===== src/abps_pkg.sv =====
// Shared types and constants of the rectangle body physics block.
package abps_pkg;

    // Stream and register port widths.
    localparam int IN_W   = 104;
    localparam int OUT_W  = 104;
    localparam int APB_AW = 3;
    localparam int APB_DW = 32;

    // Register indexes, selected by address bit 2.
    localparam logic REG_STATIC   = 1'b0;
    localparam logic REG_COLLIDES = 1'b1;

    // Serial multiplier operand widths.
    localparam int MUL_A_W   = 32;
    localparam int MUL_B_W   = 20;
    localparam int MUL_P_W   = MUL_A_W + MUL_B_W + 1;
    localparam int MUL_CNT_W = $clog2(MUL_B_W);

    // Physics constants in fixed point.
    localparam logic [MUL_B_W-1:0] STEP_SCALE    = 20'd10;
    localparam logic [MUL_A_W-1:0] GRAVITY_Q16   = 32'd642908;
    localparam logic [MUL_B_W-1:0] FRICTION_Q16  = 20'd62259;
    localparam logic [31:0]        DEAD_ZONE_Q16 = 32'd6554;

    typedef enum logic [1:0] {
        KIND_TICK  = 2'd0,
        KIND_OBST  = 2'd1,
        KIND_FORCE = 2'd2,
        KIND_PLACE = 2'd3
    } t_kind;

    typedef struct packed {
        logic               start;
        logic [MUL_A_W-1:0] mcand;
        logic [MUL_B_W-1:0] mplier;
    } t_mul_req;

    typedef struct packed {
        logic               done;
        logic [MUL_P_W-1:0] prod;
    } t_mul_rsp;

endpackage


===== src/abps_mul_ser.sv =====
// Serial-parallel multiplier: one multiplier bit per cycle, unsigned operands.
module abps_mul_ser
    import abps_pkg::*;
(
    input  logic     i_clk,
    input  logic     i_rst_n,
    input  t_mul_req i_req,
    output t_mul_rsp o_rsp
);

    logic                 r_busy;
    logic                 r_done;
    logic [MUL_CNT_W-1:0] r_cnt;
    logic [MUL_A_W-1:0]   r_mcand;
    logic [MUL_P_W-1:0]   r_prod;

    logic [MUL_A_W+1:0]   n_sum;
    logic [MUL_P_W-1:0]   n_prod;

    // The upper part of the product gains the multiplicand when the bit shifted
    // out at the bottom is set, and the whole word moves right by one.
    always_comb begin
        n_sum = {1'b0, r_prod[MUL_P_W-1:MUL_B_W]};
        if (r_prod[0]) begin
            n_sum = n_sum + {2'b0, r_mcand};
        end
        n_prod = {n_sum, r_prod[MUL_B_W-1:1]};
    end

    always_ff @(posedge i_clk) begin
        if (!i_rst_n) begin
            r_busy <= 1'b0;
            r_done <= 1'b0;
            r_cnt  <= '0;
        end else begin
            r_done <= 1'b0;
            if (i_req.start) begin
                r_busy <= 1'b1;
                r_cnt  <= MUL_CNT_W'(MUL_B_W - 1);
            end else if (r_busy) begin
                if (r_cnt == '0) begin
                    r_busy <= 1'b0;
                    r_done <= 1'b1;
                end else begin
                    r_cnt <= r_cnt - 1'b1;
                end
            end
        end
    end

    always_ff @(posedge i_clk) begin
        if (i_req.start) begin
            r_mcand <= i_req.mcand;
            r_prod  <= {{(MUL_A_W + 1){1'b0}}, i_req.mplier};
        end else if (r_busy) begin
            r_prod <= n_prod;
        end
    end

    assign o_rsp.done = r_done;
    assign o_rsp.prod = r_prod;

endmodule


===== src/aabb_body_physics_step.sv =====
// Top level of the rectangle body block: integration, push-out and result register.
//
// Channel  Dir  Handshake                       Beat contents
// s_axis   in   s_axis_tvalid / s_axis_tready   one item: kind in tuser, operands in tdata
// m_axis   out  m_axis_tvalid / m_axis_tready   body state after the item
// apb      in   psel, penable, pwrite, pready   body_static at 0x0, body_collides at 0x4
//
// A tick runs four products through the bit-serial multiplier, 20 steps each; an
// obstacle that is tested passes S_OBS1 to S_OBS4 before S_FIN, while a skipped
// obstacle, a static tick, a force or a place goes from S_IDLE straight to S_FIN.
// One item is worked on at a time; the next beat is taken once its result sits in
// the output register, which holds it while m_axis_tready is low.
// Synchronous active-low reset clears the body to zero, body_collides to one.
module aabb_body_physics_step
    import abps_pkg::*;
(
    input  logic              i_clk,
    input  logic              i_rst_n,
    input  logic              s_axis_tvalid,
    output logic              s_axis_tready,
    // [15:0] step_time, [47:16] coord_x, [79:48] coord_y,
    // [91:80] extent_w, [103:92] extent_h
    input  logic [IN_W-1:0]   s_axis_tdata,
    // [1:0] kind
    input  logic [1:0]        s_axis_tuser,
    output logic              m_axis_tvalid,
    input  logic              m_axis_tready,
    // [15:0] pos_x, [31:16] pos_y, [63:32] speed_x, [95:64] speed_y,
    // [96] on_ground, [103:97] zero
    output logic [OUT_W-1:0]  m_axis_tdata,
    input  logic              psel,
    input  logic              penable,
    input  logic              pwrite,
    input  logic [APB_AW-1:0] paddr,
    input  logic [APB_DW-1:0] pwdata,
    output logic [APB_DW-1:0] prdata,
    output logic              pready
);

    typedef enum logic [6:0] {
        S_IDLE = 7'b0000001,
        S_MUL  = 7'b0000010,
        S_OBS1 = 7'b0000100,
        S_OBS2 = 7'b0001000,
        S_OBS3 = 7'b0010000,
        S_OBS4 = 7'b0100000,
        S_FIN  = 7'b1000000
    } t_state;

    typedef enum logic [1:0] {
        PH_GRAV   = 2'd0,
        PH_MOVE_X = 2'd1,
        PH_MOVE_Y = 2'd2,
        PH_FRIC   = 2'd3
    } t_phase;

    function automatic logic signed [15:0] f_sat16(input logic signed [33:0] v);
        logic signed [15:0] s;
        if (v > 34'sd32767) begin
            s = 16'sh7FFF;
        end else if (v < -34'sd32768) begin
            s = 16'sh8000;
        end else begin
            s = v[15:0];
        end
        return s;
    endfunction

    function automatic logic signed [31:0] f_sat32(input logic signed [33:0] v);
        logic signed [31:0] s;
        if (v > 34'sd2147483647) begin
            s = 32'sh7FFF_FFFF;
        end else if (v < -34'sd2147483648) begin
            s = 32'sh8000_0000;
        end else begin
            s = v[31:0];
        end
        return s;
    endfunction

    function automatic logic [31:0] f_abs32(input logic signed [31:0] v);
        return v[31] ? 32'(-v) : 32'(v);
    endfunction

    // Control and configuration.
    t_state   r_state, n_state;
    t_phase   r_phase, n_phase;
    t_mul_req r_mreq, n_mreq;
    t_mul_rsp mul_rsp;
    logic     r_static, n_static;
    logic     r_collides, n_collides;
    logic     r_mvalid, n_mvalid;

    // Body state.
    logic signed [15:0] r_left, n_left;
    logic signed [15:0] r_top, n_top;
    logic [11:0]        r_bw, n_bw;
    logic [11:0]        r_bh, n_bh;
    logic signed [31:0] r_vh, n_vh;
    logic signed [31:0] r_vv, n_vv;
    logic               r_grounded, n_grounded;

    // Work registers of the item in flight.
    logic [MUL_B_W-1:0] r_d, n_d;
    logic               r_neg, n_neg;
    logic signed [31:0] r_ox, n_ox;
    logic signed [31:0] r_oy, n_oy;
    logic [11:0]        r_ow, n_ow;
    logic [11:0]        r_oh, n_oh;
    logic signed [33:0] r_oxe, n_oxe;
    logic signed [33:0] r_oye, n_oye;
    logic signed [33:0] r_hix, n_hix;
    logic signed [33:0] r_hiy, n_hiy;
    logic signed [33:0] r_lox, n_lox;
    logic signed [33:0] r_loy, n_loy;
    logic signed [33:0] r_ovx, n_ovx;
    logic signed [33:0] r_ovy, n_ovy;
    logic [OUT_W-1:0]   r_mdata, n_mdata;

    // Input fields.
    t_kind              in_kind;
    logic [15:0]        in_step;
    logic signed [31:0] in_cx;
    logic signed [31:0] in_cy;
    logic [11:0]        in_ew;
    logic [11:0]        in_eh;
    logic [MUL_B_W-1:0] in_d;

    // Datapath helpers.
    logic signed [31:0] vv_grav;
    logic [20:0]        mv_mag;
    logic signed [21:0] mv_delta;
    logic signed [15:0] mv_base;
    logic signed [15:0] mv_edge;
    logic [31:0]        fr_mag;
    logic signed [31:0] fr_val;
    logic signed [33:0] bxe;
    logic signed [33:0] bye;
    logic               obs_skip;
    logic               obs_hit;
    logic               cfg_wr;

    assign in_kind = t_kind'(s_axis_tuser);
    assign in_step = s_axis_tdata[15:0];
    assign in_cx   = $signed(s_axis_tdata[47:16]);
    assign in_cy   = $signed(s_axis_tdata[79:48]);
    assign in_ew   = s_axis_tdata[91:80];
    assign in_eh   = s_axis_tdata[103:92];
    assign in_d    = {4'b0, in_step} * STEP_SCALE;

    // The gravity product stays below 2^39, so the product bits above bit 38 are zero.
    assign vv_grav  = f_sat32(34'(r_vv) + $signed({11'b0, mul_rsp.prod[38:16]}));
    assign mv_mag   = mul_rsp.prod[52:32];
    assign mv_delta = r_neg ? -$signed({1'b0, mv_mag}) : $signed({1'b0, mv_mag});
    assign mv_base  = (r_phase == PH_MOVE_X) ? r_left : r_top;
    assign mv_edge  = f_sat16(34'(mv_base) + 34'(mv_delta));
    assign fr_mag   = mul_rsp.prod[47:16];
    assign fr_val   = (fr_mag < DEAD_ZONE_Q16) ? 32'sd0
                    : (r_neg ? -$signed(fr_mag) : $signed(fr_mag));

    assign bxe = 34'(r_left) + $signed({22'b0, r_bw});
    assign bye = 34'(r_top) + $signed({22'b0, r_bh});

    assign obs_skip = r_static || !r_collides || (r_bw == '0) || (r_bh == '0)
                   || (in_ew == '0) || (in_eh == '0);
    assign obs_hit  = (r_ovx > 34'sd0) && (r_ovy > 34'sd0);

    abps_mul_ser u_mul (
        .i_clk   (i_clk),
        .i_rst_n (i_rst_n),
        .i_req   (r_mreq),
        .o_rsp   (mul_rsp)
    );

    // Configuration port.
    assign cfg_wr = psel && penable && pwrite && pready;
    assign pready = 1'b1;

    always_comb begin
        n_static   = r_static;
        n_collides = r_collides;
        if (cfg_wr) begin
            unique case (paddr[2])
                REG_STATIC:   n_static   = pwdata[0];
                REG_COLLIDES: n_collides = pwdata[0];
            endcase
        end
    end

    always_comb begin
        prdata = '0;
        unique case (paddr[2])
            REG_STATIC:   prdata[0] = r_static;
            REG_COLLIDES: prdata[0] = r_collides;
        endcase
    end

    always_comb begin
        n_state      = r_state;
        n_phase      = r_phase;
        n_mreq       = r_mreq;
        n_mreq.start = 1'b0;
        n_neg        = r_neg;
        n_left       = r_left;
        n_top        = r_top;
        n_bw         = r_bw;
        n_bh         = r_bh;
        n_vh         = r_vh;
        n_vv         = r_vv;
        n_grounded   = r_grounded;
        n_d          = r_d;
        n_ox         = r_ox;
        n_oy         = r_oy;
        n_ow         = r_ow;
        n_oh         = r_oh;
        n_oxe        = r_oxe;
        n_oye        = r_oye;
        n_hix        = r_hix;
        n_hiy        = r_hiy;
        n_lox        = r_lox;
        n_loy        = r_loy;
        n_ovx        = r_ovx;
        n_ovy        = r_ovy;
        n_mvalid     = r_mvalid && !m_axis_tready;
        n_mdata      = r_mdata;

        unique case (r_state)
            S_IDLE: begin
                if (s_axis_tvalid) begin
                    unique case (in_kind)
                        KIND_TICK: begin
                            n_d = in_d;
                            if (r_static) begin
                                n_state = S_FIN;
                            end else begin
                                n_mreq  = '{start: 1'b1, mcand: GRAVITY_Q16, mplier: in_d};
                                n_neg   = 1'b0;
                                n_phase = PH_GRAV;
                                n_state = S_MUL;
                            end
                        end
                        KIND_OBST: begin
                            n_ox    = in_cx;
                            n_oy    = in_cy;
                            n_ow    = in_ew;
                            n_oh    = in_eh;
                            n_state = obs_skip ? S_FIN : S_OBS1;
                        end
                        KIND_FORCE: begin
                            n_vh    = f_sat32(34'(r_vh) + 34'(in_cx));
                            n_vv    = f_sat32(34'(r_vv) + 34'(in_cy));
                            n_state = S_FIN;
                        end
                        KIND_PLACE: begin
                            n_left  = f_sat16(34'(in_cx));
                            n_top   = f_sat16(34'(in_cy));
                            n_bw    = in_ew;
                            n_bh    = in_eh;
                            n_state = S_FIN;
                        end
                    endcase
                end
            end
            S_MUL: begin
                if (mul_rsp.done) begin
                    case (r_phase)
                        PH_GRAV: begin
                            n_vv    = vv_grav;
                            n_mreq  = '{start: 1'b1, mcand: f_abs32(r_vh), mplier: r_d};
                            n_neg   = r_vh[31];
                            n_phase = PH_MOVE_X;
                        end
                        PH_MOVE_X: begin
                            n_left  = mv_edge;
                            n_mreq  = '{start: 1'b1, mcand: f_abs32(r_vv), mplier: r_d};
                            n_neg   = r_vv[31];
                            n_phase = PH_MOVE_Y;
                        end
                        PH_MOVE_Y: begin
                            n_top   = mv_edge;
                            n_mreq  = '{start: 1'b1, mcand: f_abs32(r_vh),
                                        mplier: FRICTION_Q16};
                            n_neg   = r_vh[31];
                            n_phase = PH_FRIC;
                        end
                        PH_FRIC: begin
                            n_vh       = fr_val;
                            n_grounded = 1'b0;
                            n_state    = S_FIN;
                        end
                    endcase
                end
            end
            S_OBS1: begin
                n_oxe   = 34'(r_ox) + $signed({22'b0, r_ow});
                n_oye   = 34'(r_oy) + $signed({22'b0, r_oh});
                n_state = S_OBS2;
            end
            S_OBS2: begin
                n_hix   = (bxe < r_oxe) ? bxe : r_oxe;
                n_hiy   = (bye < r_oye) ? bye : r_oye;
                n_lox   = (34'(r_left) > 34'(r_ox)) ? 34'(r_left) : 34'(r_ox);
                n_loy   = (34'(r_top) > 34'(r_oy)) ? 34'(r_top) : 34'(r_oy);
                n_state = S_OBS3;
            end
            S_OBS3: begin
                n_ovx   = r_hix - r_lox;
                n_ovy   = r_hiy - r_loy;
                n_state = S_OBS4;
            end
            S_OBS4: begin
                // Push out along the axis of smaller overlap; a tie goes vertical.
                if (obs_hit) begin
                    if (r_ovx < r_ovy) begin
                        n_left = (34'(r_left) < 34'(r_ox)) ? f_sat16(34'(r_left) - r_ovx)
                                                           : f_sat16(34'(r_left) + r_ovx);
                        n_vh   = '0;
                    end else begin
                        if (34'(r_top) < 34'(r_oy)) begin
                            n_top      = f_sat16(34'(r_top) - r_ovy);
                            n_grounded = 1'b1;
                        end else begin
                            n_top = f_sat16(34'(r_top) + r_ovy);
                        end
                        n_vv = '0;
                    end
                end
                n_state = S_FIN;
            end
            S_FIN: begin
                if (!r_mvalid || m_axis_tready) begin
                    n_mvalid = 1'b1;
                    n_mdata  = {7'b0, r_grounded, r_vv, r_vh, r_top, r_left};
                    n_state  = S_IDLE;
                end
            end
            default: n_state = S_IDLE;
        endcase
    end

    always_ff @(posedge i_clk) begin
        if (!i_rst_n) begin
            r_state    <= S_IDLE;
            r_phase    <= PH_GRAV;
            r_mreq     <= '0;
            r_static   <= 1'b0;
            r_collides <= 1'b1;
            r_mvalid   <= 1'b0;
            r_left     <= '0;
            r_top      <= '0;
            r_bw       <= '0;
            r_bh       <= '0;
            r_vh       <= '0;
            r_vv       <= '0;
            r_grounded <= 1'b0;
        end else begin
            r_state    <= n_state;
            r_phase    <= n_phase;
            r_mreq     <= n_mreq;
            r_static   <= n_static;
            r_collides <= n_collides;
            r_mvalid   <= n_mvalid;
            r_left     <= n_left;
            r_top      <= n_top;
            r_bw       <= n_bw;
            r_bh       <= n_bh;
            r_vh       <= n_vh;
            r_vv       <= n_vv;
            r_grounded <= n_grounded;
        end
    end

    always_ff @(posedge i_clk) begin
        r_d     <= n_d;
        r_neg   <= n_neg;
        r_ox    <= n_ox;
        r_oy    <= n_oy;
        r_ow    <= n_ow;
        r_oh    <= n_oh;
        r_oxe   <= n_oxe;
        r_oye   <= n_oye;
        r_hix   <= n_hix;
        r_hiy   <= n_hiy;
        r_lox   <= n_lox;
        r_loy   <= n_loy;
        r_ovx   <= n_ovx;
        r_ovy   <= n_ovy;
        r_mdata <= n_mdata;
    end

    assign s_axis_tready = (r_state == S_IDLE);
    assign m_axis_tvalid = r_mvalid;
    assign m_axis_tdata  = r_mdata;

endmodule


===== config.mk =====
export PLATFORM = sky130hd
export DESIGN_NAME = aabb_body_physics_step
export DESIGN_NICKNAME = d
export VERILOG_FILES = /design/src/abps_pkg.sv /design/src/abps_mul_ser.sv /design/src/aabb_body_physics_step.sv
export SDC_FILE = /design/constraint.sdc
export NUM_CORES = 2
export LEC_CHECK = 0
export BUFFER_PORTS_ARGS = -buffer_cell sky130_fd_sc_hd__buf_2
export CAP_MARGIN = 20
export CORE_MARGIN = 4
export CORE_UTILIZATION = 40
export CTS_CLUSTER_DIAMETER = 60
export CTS_CLUSTER_SIZE = 20
export DETAILED_ROUTE_END_ITERATION = 10
export PLACE_DENSITY = 0.52
export SLEW_MARGIN = 25
export SYNTH_ARGS = -nofsm -noshare
export SYNTH_HDL_FRONTEND = slang
export SYNTH_SLANG_ARGS = --single-unit

===== constraint.sdc =====
create_clock -name i_clk -period 12.58 [get_ports i_clk]
set_input_delay 1.258 -clock i_clk [delete_from_list [all_inputs] [get_ports i_clk]]
set_output_delay 1.258 -clock i_clk [all_outputs]
set_load 0.005 [all_outputs]

# Yosys cells after proc, flatten, opt, wreduce, memory -nomap -nowiden
# Cells that the tools add are included.
dict set report classes {
  n_eq_ne 31
  addsub 20
  mux 105
  n_reduce_logical 44
  n_lt_le_gt_ge 30
  bitwise 4
  n_mul 1
}
# operator n
set op_table {}
lappend op_table {{$mux 32} 22}
lappend op_table {{$mux 16} 29}
lappend op_table {{$mux 53} 4}
lappend op_table {{$pmux 32 s3} 2}
lappend op_table {{$mux 34} 5}
lappend op_table {{$pmux 53 s3} 1}
lappend op_table {{$gt 34x16->1 const B} 4}
lappend op_table {{$lt 34x16->1 const B} 4}
lappend op_table {{$pmux 53 s2} 1}
lappend op_table {{$gt 33x32->1 const B} 3}
lappend op_table {{$lt 33x32->1 const B} 3}
lappend op_table {{$neg 32->32} 3}
lappend op_table {{$pmux 16 s3} 2}
lappend op_table {{$add 16x34->34} 2}
lappend op_table {{$gt 34x1->1 const B} 2}
lappend op_table {{$lt 17x34->1} 2}
lappend op_table {{$sub 16x34->34} 2}
lappend op_table {{$sub 34x34->34} 2}
lappend op_table {{$add 32x13->33} 2}
lappend op_table {{$add 32x32->33} 2}
lappend op_table {{$gt 16x32->1} 2}
lappend op_table {{$gt 32x16->1 const B} 2}
lappend op_table {{$lt 16x32->1} 2}
lappend op_table {{$lt 32x16->1 const B} 2}
lappend op_table {{51 further kinds} 130}
dict set report word_totals {
  output_inout_bits 139
  regBits 755
  wordCells 272
}

# Longest topological paths before layout
dict set report logic_depth {
  word_depth 10
  depth_mapped 28
  ltp_nobuf 26
}

# Modules after synthesis
# A second synthesis with hierarchy kept.
dict set report hier_totals {
  cells_unflattened 6466
  hier_area_um2 57699.1
}
# mod area_each_um2 cells_per_inst instances seq_area_each_um2
set modules_own_cells {}
lappend modules_own_cells {aabb_body_physics_step 52267.6 5893 1 17807.1}
lappend modules_own_cells {abps_mul_ser 5431.5 573 1 2362.3}

# Least setup slack after synthesis
# Ideal clock, no wire load.
dict set report synth_timing {
  path_type {reg-to-reg}
  startpoint {reg r_state[6]}
  endpoint {reg r_state[4]}
  arrival_time_ns 10.976
  setup_ns 0.116
  path_buffers 0
  synth_period_minus_slack_ns 11.092
  path_slack_ns 1.488
  stages_incl_launch_ff 5
  cell_sequence {dfxtp_1 nor3_1 nand2_1 nor3b_1 and3_1}
}
dict set report synth_via {
  elab_chain_len 3
  elab_cells_between_ends 13
}
# item line_no
set synth_rtl {}
lappend synth_rtl {{from (decl)} aabb_body_physics_step.sv:86} ;# t_state r_state, n_state;
lappend synth_rtl {{from (signal assigned)} aabb_body_physics_step.sv:357} ;# r_state <= n_state;
lappend synth_rtl {{$eq 7x2->1, or another cell as far along} aabb_body_physics_step.sv:227} ;# unique case (r_state)
lappend synth_rtl {{$ne 2x1->1 (no line) or $ne 2x2->1 (tied branches)} --}
lappend synth_rtl {{$reduce_and 4->1 (no line)} --}
# Several ways; a longest one is shown, not always the timed one.
# A chain may end at the register's enable or synchronous reset.

# Worst setup path in the final report
dict set report layout_timing {
  startpoint {reg r_left[1]}
  endpoint {reg r_hix[0] (data pin)}
}
dict set report layout_via {
  elab_chain_len 3
}
# item line_no
set layout_rtl {}
lappend layout_rtl {{from (decl)} aabb_body_physics_step.sv:95} ;# logic signed [15:0] r_left, n_left;
lappend layout_rtl {{from (signal assigned)} aabb_body_physics_step.sv:363} ;# r_left <= n_left;
lappend layout_rtl {{$add 16x13->17} aabb_body_physics_step.sv:161} ;# assign bxe = 34'(r_left) + $signed({22'b0, r_bw});
lappend layout_rtl {{$lt 17x34->1} aabb_body_physics_step.sv:300} ;# n_hix = (bxe < r_oxe) ? bxe : r_oxe;
lappend layout_rtl {{$mux 34} aabb_body_physics_step.sv:300}
lappend layout_rtl {{to (signal assigned)} aabb_body_physics_step.sv:382} ;# r_hix <= n_hix;
lappend layout_rtl {{to (decl)} aabb_body_physics_step.sv:112} ;# logic signed [33:0] r_hix, n_hix;
# Every way passes these cells.

==> qor.csv <==
stage,metric,value,unit
logic_synthesis,synth cell count leaders,"ha_1 (587), edfxtp_1 (521), o21ai_0 (504)",
timing,final period utilization,0.562,
logic_synthesis,Mapped Avg Cell Area,8.97,µm²
placement,routability cong.,0.916,
die,Initial Utilization,0.404,
timing,"Slew Viols, Final",0,
power_and_ir_drop,P_leak,26.4,nW
route,final WL,201,mm
logic_synthesis,YS warnings,0,
clock_network,"Setup Fix Bufs, Post-CTS",0,
setup_path,crit path kind,register to register,
grt,gr ovfl total,0,
power_and_ir_drop,Max VDD drop,0.131,mV
logic_synthesis,count of flip-flops with a built-in enable after synthesis,521,
timing,Worst Hold Slack,414,ps
power_and_ir_drop,Pwr Density,208,mW/mm²
clock_network,CTS tree,yes,
route,routed len/inst,23.6,µm
logic_synthesis,Mapped Area,0.0575,mm²
grt,largest net degree at the start of global routing,76,
die,I/O pins,287,
timing,Rel. slew slack,0.296,
setup_path,CP endpoint kind,register,
timing,final-report setup violation count,0,
logic_synthesis,Synth Instances,6409,
clock_network,clock buffer depth,3,
grt,vias in the first global route,46700,
grt,initial antenna violation count,17,
timing,Worst Tran Pin Value,1050,ps
logic_synthesis,post-synth top area share,0.272,
route,vias post-DR,49100,
setup_path,critical path startpoint category,register,
clock_network,Clock Pin Slew Worst Setup and Hold Paths,70,ps
clock_network,worst skew pair latency,700,ps
hold_path,Hold/Removal Path Class,register to register,
clock_network,PostCTS Resize Cnt,0,
run_status,outcome,"finished, final reports clean",
logic_synthesis,Synth Flop Type,edfxtp_1,
grt,GRT Util Overall,0.257,
clock_network,root buffer cell,clkbuf_16,
setup_path,Worst Path Required,13020,ps
die,die height,387,µm
route,Pre-antenna DRT Iters,6,
final_layout,# nets final,7299,
clock_network,Post-CTS Hold Buffers,0,
timing,FMAX,142,MHz
final_layout,filler cell count,14000,
timing,unrepaired setup endpoints after global routing,no,
flow_run,MaxCap Viol Count,0,
route,initial DRC count,4195,
final_layout,share of cells above drive strength 1,0.0933,
timing,Fin. Hold Viols,0,
logic_synthesis,most frequent cell after synthesis,ha_1,
clock_network,clock sinks,747,
setup_path,Worst EP arrival,7510,ps
final_layout,Area Growth Syn to Fin,10.3,%
die,core area,0.142,mm²
die,Die X,387,µm
die,row cnt,138,
logic_synthesis,sequential element share of the synthesized area,0.351,
route,DRT antenna net count,0,
logic_synthesis,Seq cells post-synth,747,
grt,first-pass GRT wire length,298,mm
logic_synthesis,synth top area cells,"edfxtp_1 (27%), ha_1 (13%), dfxtp_1 (7.9%)",
setup_path,Critical Path Fanout Max,28,
placement,hpwl dp,157,mm
timing,fin crit period,7060,ps
route,Vias/cell,5.77,
die,die area,0.150,mm²
logic_synthesis,"Async S/R FF share, synth",0,
timing,clk_skew,32.8,ps
logic_synthesis,count of cell types in the netlist,99,
clock_network,number of CTS-inserted buffers,80,
placement,I/O Buffers,214,
clock_network,H-tree levels,3,
logic_synthesis,Yosys top cell by area,edfxtp_1,
route,DRC errors left,0,
timing,final setup TNS,0,ps
[routing by layer]
metal	vias to the layer above	GRT usage	part of all wire
met3	317	0.0365	0.057
met5	-	0	0.00020
met2	1377	0.424	0.46
met4	6	0.101	0.042
li1	23800	-	-
met1	23600	0.341	0.44
[where the power goes]
group / switching (mW) / internal (mW)
logic: 4.38 / 2.69
clock network: 1.18 / 1.35
registers: 0.545 / 3.02
[path summary, 6_finish.rpt]
path,from,cells after the start,slack (ps),end
max reg2reg,r_left[1],26,5520,r_hix[0]
min,r_mreq[45],0,410,u_mul.r_mcand[25]
min reg2reg,r_mreq[45],0,410,u_mul.r_mcand[25]
max,r_left[1],26,5520,r_hix[0]
[placed cells by master (no fill, tap or decap), types with 47 or more instances in the layout]
master,netlist,final
xnor2_1,360,360
nor2_1,400,396
o21ai_0,504,504
a21o_1,203,203
nor3_1,119,113
nand2b_1,80,80
nand2_1,498,498
and3_1,62,61
a21oi_1,471,470
o211ai_1,47,47
inv_1,455,455
ha_1,587,586
dfxtp_1,226,222
nor4_1,75,75
o21a_1,55,54
buf_2,28,213
a22oi_1,55,55
nand4_1,84,84
a211oi_1,58,58
nor2b_1,116,115
a31oi_1,99,98
clkbuf_16,0,84
o31ai_1,58,58
xor2_1,98,98
mux2_2,67,67
a21boi_0,57,57
edfxtp_1,521,521
buf_4,42,76
nand3_1,133,133
[cell families (layout without fill, tap and decap cells)]
group	count (synthesis)	in the layout	synth area share
AOI/OAI and AO/OA	1965	1965	0.220
xor gates and xnor gates	458	458	0.0698
adders and majority gates	603	603	0.133
buffers and inverters	739	906	0.0519
DFF	747	747	0.351
muxes	99	99	0.0187
other	2	47	0.000131
and+or+nand+nor	1796	1796	0.155
[area by class of cell]
cell class	instances	area, µm²	share of cell area
tap	1890	2360	0.0373
clock inverter	58	681	0.0107
timing repair buffer	291	1680	0.0266
clock buffer	89	2130	0.0336
inverter	468	1760	0.0277
multi-input combinational	4960	34600	0.545
sequential	747	20200	0.318
antenna	8	20.0	0.000316
[sequential cells by signal (all words and copies together) (netlist names), 16 cells and up]
name / count
r_ox: 32
r_left: 16
r_vv: 32
r_hix: 33
u_mul.r_mcand: 32
r_vh: 32
r_loy: 32
r_lox: 32
r_oye: 33
r_ovy: 34
r_ovx: 34
r_oxe: 33
r_hiy: 33
r_mreq: 53
r_oy: 32
m_axis_tdata: 97
u_mul.r_prod: 53
r_top: 16
r_d: 19
[metrics by stage]
step	setup slack [ps]	area (µm²)	utilization	cells	total power, mW
detailed placement	5530	60500	0.426	8354	10.6
global placement	5600	60500	0.426	8354	10.6
CTS	5520	63300	0.445	8501	13.2
global route	5010	63400	0.446	8503	14.1
finish	5520	63400	0.446	8511	13.2
floorplan	1490	57600	-	6446	8.45
[worst max-delay path, cell delays in order, from the launching register on]
cell      delay (ps)
dfxtp_1          670
inv_1            270
fa_1             520
nor2b_1          120
o21ai_0          100
a21boi_0         240
o21ai_0          150
a21boi_0         290
o21ai_0          150
a21boi_0         250
o21ai_0          140
a21oi_1          290
a41oi_1          180
buf_4            240
ha_1             300
a21o_1           190
a21o_1           170
a21o_1           170
a21o_1           160
a21o_1           160
a21o_1           180
a221o_1          290
a211oi_1         220
o21ai_1          160
mux2i_4          450
buf_4            360
mux2_2           370
Power figures use the tool's default switching activity.
